<file path="config.mk">
export PLATFORM = sky130hd
export DESIGN_NAME = sfr_cordic_cell
export DESIGN_NICKNAME = d
export VERILOG_FILES = /design/src/rtl/sfr_pkg.sv /design/src/rtl/sfr_cordic_cell.sv
export SDC_FILE = /design/constraint.sdc
export NUM_CORES = 1
export LEC_CHECK = 0
export CORE_AREA = 2 2 240 242
export CTS_CLUSTER_SIZE = 10
export DETAILED_ROUTE_END_ITERATION = 12
export DIE_AREA = 0 0 242 244
export DONT_BUFFER_PORTS = 1
export GPL_ROUTABILITY_DRIVEN = 0
export GPL_TIMING_DRIVEN = 0
export PLACE_DENSITY_LB_ADDON = 0.15
export SLEW_MARGIN = 15
export SYNTH_ARGS = -nofsm -noshare
export SYNTH_HDL_FRONTEND = slang
export SYNTH_SLANG_ARGS = --single-unit
</file>
<file path="constraint.sdc">
create_clock -name clock -period 4.7 [get_ports clock]
set_input_delay 0.94 -clock clock [delete_from_list [all_inputs] [get_ports clock]]
set_output_delay 0.94 -clock clock [all_outputs]
set_load 0.01 [all_outputs]
</file>
<file path="src/rtl/sfr_pkg.sv">
// Package for the spherical frame rotation block: CORDIC constants,
// the arctangent table and the pipeline word types. No dependencies.
`default_nettype none
package sfr_pkg;
   localparam int CORDIC_STEPS = 30;
   localparam logic signed [33:0] CORDIC_GAIN = 34'sd652032874;

   function automatic logic signed [33:0] atan_step(input logic [4:0] i);
      logic signed [33:0] r;
      case (i)
         5'd0: r = 34'sd536870912;  5'd1: r = 34'sd316933406;
         5'd2: r = 34'sd167458907;  5'd3: r = 34'sd85004756;
         5'd4: r = 34'sd42667331;   5'd5: r = 34'sd21354465;
         5'd6: r = 34'sd10679838;   5'd7: r = 34'sd5340245;
         5'd8: r = 34'sd2670163;    5'd9: r = 34'sd1335087;
         5'd10: r = 34'sd667544;    5'd11: r = 34'sd333772;
         5'd12: r = 34'sd166886;    5'd13: r = 34'sd83443;
         5'd14: r = 34'sd41722;     5'd15: r = 34'sd20861;
         5'd16: r = 34'sd10430;     5'd17: r = 34'sd5215;
         5'd18: r = 34'sd2608;      5'd19: r = 34'sd1304;
         5'd20: r = 34'sd652;       5'd21: r = 34'sd326;
         5'd22: r = 34'sd163;       5'd23: r = 34'sd81;
         5'd24: r = 34'sd41;        5'd25: r = 34'sd20;
         5'd26: r = 34'sd10;        5'd27: r = 34'sd5;
         5'd28: r = 34'sd3;         5'd29: r = 34'sd1;
         default: r = 34'sd0;
      endcase
      return r;
   endfunction

   // One CORDIC rotation in flight: vector, residual angle and quadrant.
   typedef struct packed {
      logic signed [33:0] x;
      logic signed [33:0] y;
      logic signed [33:0] z;
      logic [1:0]         q;
   } rot_type;

   // Item fields that ride alongside the trig pipeline.
   typedef struct packed {
      logic               opcode;
      logic signed [31:0] vx;
      logic signed [31:0] vy;
      logic signed [31:0] vz;
   } side_type;
endpackage
`default_nettype wire

</file>
<file path="src/rtl/sfr_cordic_cell.sv">
// One CORDIC rotation cell: a single micro-rotation for theta and phi
// plus a register stage. Depends on sfr_pkg.
`default_nettype none
module sfr_cordic_cell #(
   parameter int STEP = 0
) (
   input  wire               clock,
   input  wire               reset,
   input  wire               adv,
   input  wire               vld_in,
   input  sfr_pkg::rot_type  th_in,
   input  sfr_pkg::rot_type  ph_in,
   input  sfr_pkg::side_type sd_in,
   output logic              vld_out,
   output sfr_pkg::rot_type  th_out,
   output sfr_pkg::rot_type  ph_out,
   output sfr_pkg::side_type sd_out
);
   localparam logic signed [33:0] ATAN = sfr_pkg::atan_step(5'(STEP));
   sfr_pkg::rot_type th_in_c, ph_in_c, th_ff, ph_ff;
   sfr_pkg::side_type sd_ff;
   logic vld_ff;

   function automatic sfr_pkg::rot_type turn(input sfr_pkg::rot_type a);
      sfr_pkg::rot_type r;
      r = a;
      if (!a.z[33]) begin
         r.x = a.x - (a.y >>> STEP);
         r.y = a.y + (a.x >>> STEP);
         r.z = a.z - ATAN;
      end else begin
         r.x = a.x + (a.y >>> STEP);
         r.y = a.y - (a.x >>> STEP);
         r.z = a.z + ATAN;
      end
      return r;
   endfunction

   assign th_in_c = turn(th_in);
   assign ph_in_c = turn(ph_in);

   always_ff @(posedge clock) begin
      if (reset) vld_ff <= 1'b0;
      else if (adv) vld_ff <= vld_in;
      if (adv) begin
         th_ff <= th_in_c;
         ph_ff <= ph_in_c;
         sd_ff <= sd_in;
      end
   end
   assign vld_out = vld_ff;
   assign th_out = th_ff;
   assign ph_out = ph_ff;
   assign sd_out = sd_ff;
endmodule
`default_nettype wire
</file>
==> run summary, run 1 <==
CRITICAL PATH
--------------------------------------------------------------------------------------
Crit end category                                                                 flop
Cell with the largest stage delay on the worst path                       sky130_fd_sc_hd__o31ai_1
Start-to-end type of the worst setup path                                       in2reg
Critical path, cell by cell                                               inv_1 > ha_1 > clkbuf_1 > nor4_1 > o211ai_1 > nand3_1 > o31ai_1 > a21boi_0 > o211ai_1 > a21oi_1 > o211ai_1
Crit path max-delay family                                                compound AO/OA/AOI/OAI gates
Startpoint type of the worst setup path                                      input pin
Worst reg2reg setup slack                                                      4060 ps
Worst flop-to-flop path endpoint                                          vld_out$_SDFFE_PP0P_
Worst path most repeated cell                                             sky130_fd_sc_hd__o211ai_1
WP data required                                                               5040 ps
Buffers & Inverters on Critical Path                                                 2
Worst Reg2Reg Path Length in Cells                                                   2
Biggest cell delay along the critical path                                      900 ps
Startpoint of the most critical register-to-register path                 vld_out$_SDFFE_PP0P_
Arrival time at the worst endpoint                                             4460 ps
Critical Path Fanout Max                                                            10

DRT
--------------------------------------------------------------------------------------
Count of unresolved DRC violations after routing                                     0
Highest routed layer                                                              met5
DR pass1 iterations                                                                  7
Detailed-route vias per instance                                                  5.90
Amount of wire on met2 after detailed routing                                 35800 um
Antenna Nets Post-Route                                                              0
Via total after detailed routing                                                 17.6k
Routed length per instance                                                     26.2 um
DR WL met3                                                                     7580 um
Total routed wirelength                                                       77900 um
Number of DRC markers after the initial detailed-route iteration                  1919
Post-route met1 wirelength                                                    30800 um

POWER
--------------------------------------------------------------------------------------
Part of the total power dissipated in combinational logic                        0.218
Maximum vdd ir drop                                                         0.000235 V
Total Power                                                                    8.30 mW
Relative contribution of sequential cells to total power                         0.458
Sw power                                                                       2.66 mW
Cell-internal power                                                            5.64 mW
Switching share of power                                                         0.321
Proportion of power drawn by the clock network                                   0.324
Power density normalized to cell area                                       360 mW/mm2
Static Leak                                                                    9.07 nW

SYNTHESIS
--------------------------------------------------------------------------------------
XOR/XNOR share of the synthesized area                                          0.0547
Leading post-synthesis cells by cell area                                 sky130_fd_sc_hd__edfxtp_1 43%, sky130_fd_sc_hd__ha_1 12%, sky130_fd_sc_hd__a21oi_1 6.1%, sky130_fd_sc_hd__xnor2_1 4.7%, sky130_fd_sc_hd__inv_1 3.7%
Number of standard cells after synthesis                                          2157
Top cell type by total area after synthesis                               sky130_fd_sc_hd__edfxtp_1
Async set-or-reset flop fraction in the synthesized netlist                          0
Adder and majority cell fraction of the synthesized area                         0.129
Flip-flop and latch count after synthesis                                          304
Syn avg cell area                                                             9.72 um2
Post-synth net total                                                              2678
Sequential-to-total area share from yosys stat                                   0.435
Number of distinct standard cells referenced by the synthesized netlist             78
Main combinational cell family by area after synthesis                    compound AO/OA/AOI/OAI gates
Yosys Warn Count                                                                     0
Netlist area before placement                                               0.0210 mm2
Library cell with the highest instance count after synthesis              sky130_fd_sc_hd__edfxtp_1
Fraction of the mapped netlist area in compound gates                            0.201
Flip-flop cell with the highest count after synthesis                     sky130_fd_sc_hd__edfxtp_1
Number of enable-type register cells in the synthesized netlist                    303
Mux cell area share after synthesis                                            0.00954
Post-Synth Simple-Gate Area                                                      0.114
Top cells by count, synth                                                 303 x sky130_fd_sc_hd__edfxtp_1, 254 x sky130_fd_sc_hd__a21oi_1, 209 x sky130_fd_sc_hd__inv_1, 204 x sky130_fd_sc_hd__ha_1, 169 x sky130_fd_sc_hd__nor2_1
Proportion of netlist area held by the largest area contributor                  0.434

FINISH
--------------------------------------------------------------------------------------
Final Net Count                                                                   2719
Share of final-layout standard cells stronger than drive strength 1             0.0470
Layout Area Growth over Synthesis                                                9.90%
Fillers                                                                           5564
Final non-filler cell total                                                       2973

CLOCK TREE
--------------------------------------------------------------------------------------
Cells resized by post-CTS repair                                                     0
Number of buffers inserted to repair setup after CTS                                 0
TritonCTS Buffers                                                                   38
CTS Hold Buffers Added                                                               0
Total number of clock tree sinks                                                   304
Register clock-pin slew on the reported worst setup and hold paths               70 ps
CTS HTree Levels                                                                     2
CTS tree                                                                          done
Clk_lat worst skew                                                              540 ps
Cell chosen for the clock root                                            sky130_fd_sc_hd__clkbuf_16
Maximum buffer depth of the clock tree                                               3

TIMING
--------------------------------------------------------------------------------------
Final hold violation count                                                           0
Maximum clock rate                                                             243 MHz
Final Hold Slack                                                                467 ps
RSZ-0062 raised after global routing                                             false
Minimum period implied by the final worst setup slack                          4120 ps
Post-route clock skew                                                             0 ps
Number of endpoints failing setup at the final stage                                 0
Final total negative setup slack                                                  0 ps
Final critical-path setup slack                                                 580 ps
Pin slew with the least headroom to its limit                                  1240 ps
Count of final max-slew check failures                                               0
Max-Slew Margin vs Limit                                                         0.173
Period utilization                                                               0.876

DIE
--------------------------------------------------------------------------------------
Area of the die                                                             0.0590 mm2
CORE AREA                                                                   0.0562 mm2
Die span in y                                                                   244 um
Die width                                                                       242 um
FP Rows                                                                             87
Effective utilization at floorplan                                               0.373
I/O pin cnt                                                                        615

GRT
--------------------------------------------------------------------------------------
Via count of the first global-routing pass                                       16.5k
GRT Total Usage                                                                  0.251
Maximum number of pins on one net before global-route repair                       305
Overflow after GRT                                                                   0
First-pass GRT wire length                                                   111000 um
Initial antenna violation count                                                      6

PLACED DESIGN
--------------------------------------------------------------------------------------
Final HPWL from detailed placement                                            62100 um
Number of placed cells counting well taps                                         2913
Count of port buffers added during placement                                         0
Placement Setup Slack                                                           297 ps

MIN PATH
--------------------------------------------------------------------------------------
End of the worst hold path                                                th_out[6]$_DFFE_PP_
Worst min-delay path startpoint                                               th_in[6]
Hold-critical path depth                                                             0
Hold/Removal Path Class                                                         in2reg

RUN STATUS
--------------------------------------------------------------------------------------
Run status                                                                   completed

FLOW RUN
--------------------------------------------------------------------------------------
Max-capacitance violation count                                                      0

==> power by group through the flow <==
stage	sequential, mW	combinational (mW)	clock (mW)
6_report	3.80	1.81	2.69
4_1_cts	3.81	1.76	2.78
5_1_grt	3.82	1.96	2.88
3_3_place_gp	3.87	1.75	0
2_1_floorplan	3.73	1.24	0
3_5_place_dp	3.86	1.75	0
==> layout make-up <==
class	count	area [um2]	area share
Clock inverter	8	87.6	0.00380
Antenna cell	2	5.00	0.000217
Timing Repair Buffer	1	15.0	0.000651
Clock buffer	49	1020	0.0444
Inverter	217	815	0.0353
Tap cell	756	946	0.0410
Multi-Input combinational cell	1545	10700	0.463
Sequential cell	304	9120	0.396
Buffer	91	375	0.0163
==> stage by stage <==
stage	util	area, um2
finish	0.410	23100
global route	0.410	23100
CTS	0.410	23000
detailed placement	0.390	21900
global placement	0.390	21900
floorplan	-	21000
==> cell families (layout without fill, tap and decap cells) <==
group                    count (synthesis)  after routing
buffers and inverters                  308            366
multiplexers                            20             20
other                                    0              2
adder cells (fa/ha/maj)                212            212
AO/OA/AOI/OAI                          681            681
flip-flops                             304            304
AND/OR/NAND/NOR                        501            501
XOR/XNOR                               131            131
==> layout by cell type (no fill, tap or decap), types with 13 or more instances in the layout <==
cell                          n
sky130_fd_sc_hd__nor3_1      46
sky130_fd_sc_hd__nor2b_1     24
sky130_fd_sc_hd__nand3_1     31
sky130_fd_sc_hd__inv_1      209
sky130_fd_sc_hd__buf_1       16
sky130_fd_sc_hd__ha_1       204
sky130_fd_sc_hd__nand4_1     26
sky130_fd_sc_hd__o21ai_0    145
sky130_fd_sc_hd__nor2_1     169
sky130_fd_sc_hd__nand2b_1    25
sky130_fd_sc_hd__nand2_1    104
sky130_fd_sc_hd__buf_2       20
sky130_fd_sc_hd__xor2_1      19
sky130_fd_sc_hd__a31oi_1     28
sky130_fd_sc_hd__o31ai_1     17
sky130_fd_sc_hd__clkbuf_16   39
sky130_fd_sc_hd__edfxtp_1   303
sky130_fd_sc_hd__nor4_1      23
sky130_fd_sc_hd__o21bai_1    41
sky130_fd_sc_hd__xnor2_1    112
sky130_fd_sc_hd__or2_2       13
sky130_fd_sc_hd__clkbuf_1    61
sky130_fd_sc_hd__a21o_1      42
sky130_fd_sc_hd__o211ai_1    26
sky130_fd_sc_hd__a211oi_1    20
sky130_fd_sc_hd__a21oi_1    254
sky130_fd_sc_hd__mux2i_1     20
==> registers in the layout, summed over array words and instances (netlist names) <==
| signal | count |
|---|---|
| th_out | 103 |
| vld_out | 1 |
| ph_out | 103 |
| sd_out | 97 |
==> layer usage <==
| metal | vias to the layer above | global-route usage |
|---|---|---|
| met4 | 4 | 0.110 |
| met2 | 1069 | 0.409 |
| met3 | 181 | 0.0673 |
| met5 | - | 0 |
| li1 | 7870 | - |
| met1 | 8430 | 0.312 |
==> worst max path at each step <==
stage | start | end | slack (ps) | cells after the start
6_report | ph_in[43] | ph_out[67]$_DFFE_PP_ | 580 | 11
3_5_place_dp | ph_in[43] | ph_out[63]$_DFFE_PP_ | 300 | 11
3_3_place_gp | ph_in[43] | ph_out[63]$_DFFE_PP_ | 310 | 11
2_1_floorplan | ph_in[36] | ph_out[62]$_DFFE_PP_ | 1140 | 11
5_1_grt | ph_in[43] | ph_out[97]$_DFFE_PP_ | 650 | 11
4_1_cts | ph_in[43] | ph_out[67]$_DFFE_PP_ | 900 | 11
(Power assumes the default switching activity.)
==> run 2: changes to the inputs <==
Settings changed: CORE_AREA 2 2 240 242 to 2 2 241 243, DIE_AREA 0 0 242 244 to 0 0 243 245.
==> run summary, run 2 (synthesis gave the netlist of run 1 again) <==
RUN STATUS
----------------------------------------------------------------------------------
Run status                                                               completed

TIMING
----------------------------------------------------------------------------------
Max-Slew Margin vs Limit                                                     0.186
RSZ-0062 raised after global routing                                         false
Number of endpoints failing setup at the final stage                             0
Final hold violation count                                                       0
Minimum period implied by the final worst setup slack                      4210 ps
Maximum clock rate                                                         238 MHz
Pin slew with the least headroom to its limit                              1220 ps
Count of final max-slew check failures                                           0
Post-route clock skew                                                         0 ps
Final total negative setup slack                                              0 ps
Period utilization                                                           0.895

POWER
----------------------------------------------------------------------------------
Sw power                                                                   2.67 mW
Power density normalized to cell area                                   365 mW/mm2
Static Leak                                                                9.09 nW
Relative contribution of sequential cells to total power                     0.451
Proportion of power drawn by the clock network                               0.332
Maximum vdd ir drop                                                     0.000275 V
Part of the total power dissipated in combinational logic                    0.217
Cell-internal power                                                        5.75 mW
Switching share of power                                                     0.317

DIE
----------------------------------------------------------------------------------
Area of the die                                                         0.0595 mm2
CORE AREA                                                               0.0570 mm2
FP Rows                                                                         88
I/O pin cnt                                                                    615
Effective utilization at floorplan                                           0.368
Die width                                                                   243 um
Die span in y                                                               245 um

CRITICAL PATH
----------------------------------------------------------------------------------
WP data required                                                           5030 ps
Start-to-end type of the worst setup path                                   in2reg
Arrival time at the worst endpoint                                         4540 ps
Crit end category                                                             flop
Critical Path Fanout Max                                                        10
Startpoint type of the worst setup path                                  input pin

MIN PATH
----------------------------------------------------------------------------------
Hold/Removal Path Class                                                     in2reg

DRT
----------------------------------------------------------------------------------
Via total after detailed routing                                             17.6k
Count of unresolved DRC violations after routing                                 0
Detailed-route vias per instance                                              5.89
Antenna Nets Post-Route                                                          0
Number of DRC markers after the initial detailed-route iteration              1912
Routed length per instance                                                 26.5 um
Total routed wirelength                                                   79000 um
DR pass1 iterations                                                              6

CLOCK TREE
----------------------------------------------------------------------------------
CTS tree                                                                      done
Register clock-pin slew on the reported worst setup and hold paths           50 ps
Clk_lat worst skew                                                          550 ps
CTS HTree Levels                                                                 2
Number of buffers inserted to repair setup after CTS                             0
Cells resized by post-CTS repair                                                 0
TritonCTS Buffers                                                               38
CTS Hold Buffers Added                                                           0
Maximum buffer depth of the clock tree                                           3
Cell chosen for the clock root                                        sky130_fd_sc_hd__clkbuf_16
Total number of clock tree sinks                                               304

PLACED DESIGN
----------------------------------------------------------------------------------
Count of port buffers added during placement                                     0
Number of placed cells counting well taps                                     2922
Final HPWL from detailed placement                                        62700 um

FINISH
----------------------------------------------------------------------------------
Final Net Count                                                               2718
Final non-filler cell total                                                   2982
Most used cells in the layout excluding fill and tap cells            303 x sky130_fd_sc_hd__edfxtp_1, 254 x sky130_fd_sc_hd__a21oi_1, 209 x sky130_fd_sc_hd__inv_1
Leading cell type in the layout, fill and taps excluded               sky130_fd_sc_hd__edfxtp_1
Layout Area Growth over Synthesis                                            10.2%
Share of final-layout standard cells stronger than drive strength 1         0.0470

GRT
----------------------------------------------------------------------------------
First-pass GRT wire length                                               113000 um
Via count of the first global-routing pass                                   16.5k
Maximum number of pins on one net before global-route repair                   305
Overflow after GRT                                                               0
GRT Total Usage                                                              0.253
Initial antenna violation count                                                  8

FLOW RUN
----------------------------------------------------------------------------------
Max-capacitance violation count                                                  0

==> run 2: area by class of cell <==
cell class | instances | area (um2)
antenna | 5 | 12.5
multi-input combinational | 1545 | 10700
clock inverter | 8 | 135
clock buffer | 47 | 1030
inverter | 217 | 815
sequential | 304 | 9120
buffer | 91 | 377
fill | 5707 | 33900
tap | 765 | 957
==> run 2: final timing paths <==
path / from / to / slack [ps] / depth (start not counted)
max reg2reg: vld_out$_SDFFE_PP0P_ / vld_out$_SDFFE_PP0P_ / 4070 / 2
min reg2reg: vld_out$_SDFFE_PP0P_ / vld_out$_SDFFE_PP0P_ / 560 / 2
max: ph_in[43] / ph_out[101]$_DFFE_PP_ / 490 / 11
min: reset / vld_out$_SDFFE_PP0P_ / 450 / 1
==> run 2: power groups by stage <==
stage	combinational (mW)	sequential (mW)	clock, mW
2_1_floorplan	1.24	3.73	0
3_3_place_gp	1.77	3.86	0
3_5_place_dp	1.76	3.85	0
4_1_cts	1.78	3.81	2.88
5_1_grt	1.97	3.81	2.99
6_report	1.83	3.80	2.80
==> run 2: worst max-delay path, cell delays in order <==
cell                       delay (ps)
sky130_fd_sc_hd__inv_1             20
sky130_fd_sc_hd__ha_1             260
sky130_fd_sc_hd__clkbuf_1         410
sky130_fd_sc_hd__nor4_1           140
sky130_fd_sc_hd__o211ai_1         150
sky130_fd_sc_hd__nand3_1          240
sky130_fd_sc_hd__o31ai_1          910
sky130_fd_sc_hd__a21boi_0         420
sky130_fd_sc_hd__o211ai_1         530
sky130_fd_sc_hd__o211ai_1         160
sky130_fd_sc_hd__xnor2_1          360
==> run 2: routing by layer <==
metal | track usage | vias up | wire length (um)
met1 | 0.326 | 8445 | 31700
li1 | - | 7873 | -
met4 | 0.0864 | 6 | 2850
met3 | 0.0660 | 158 | 7820
met2 | 0.411 | 1085 | 36600
met5 | 0 | - | 43
==> run 2: per-stage QoR <==
stage	utilization	power, mW	hold WS, ps	instance area (um2)	setup WS (ps)
after CTS	0.405	8.46	430	23100	797
after floorplan	-	4.97	528	21000	1140
final	0.405	8.42	453	23100	494
after global placement	0.385	5.63	554	21900	178
after global routing	0.405	8.77	433	23100	514
after detailed placement	0.385	5.61	562	21900	231
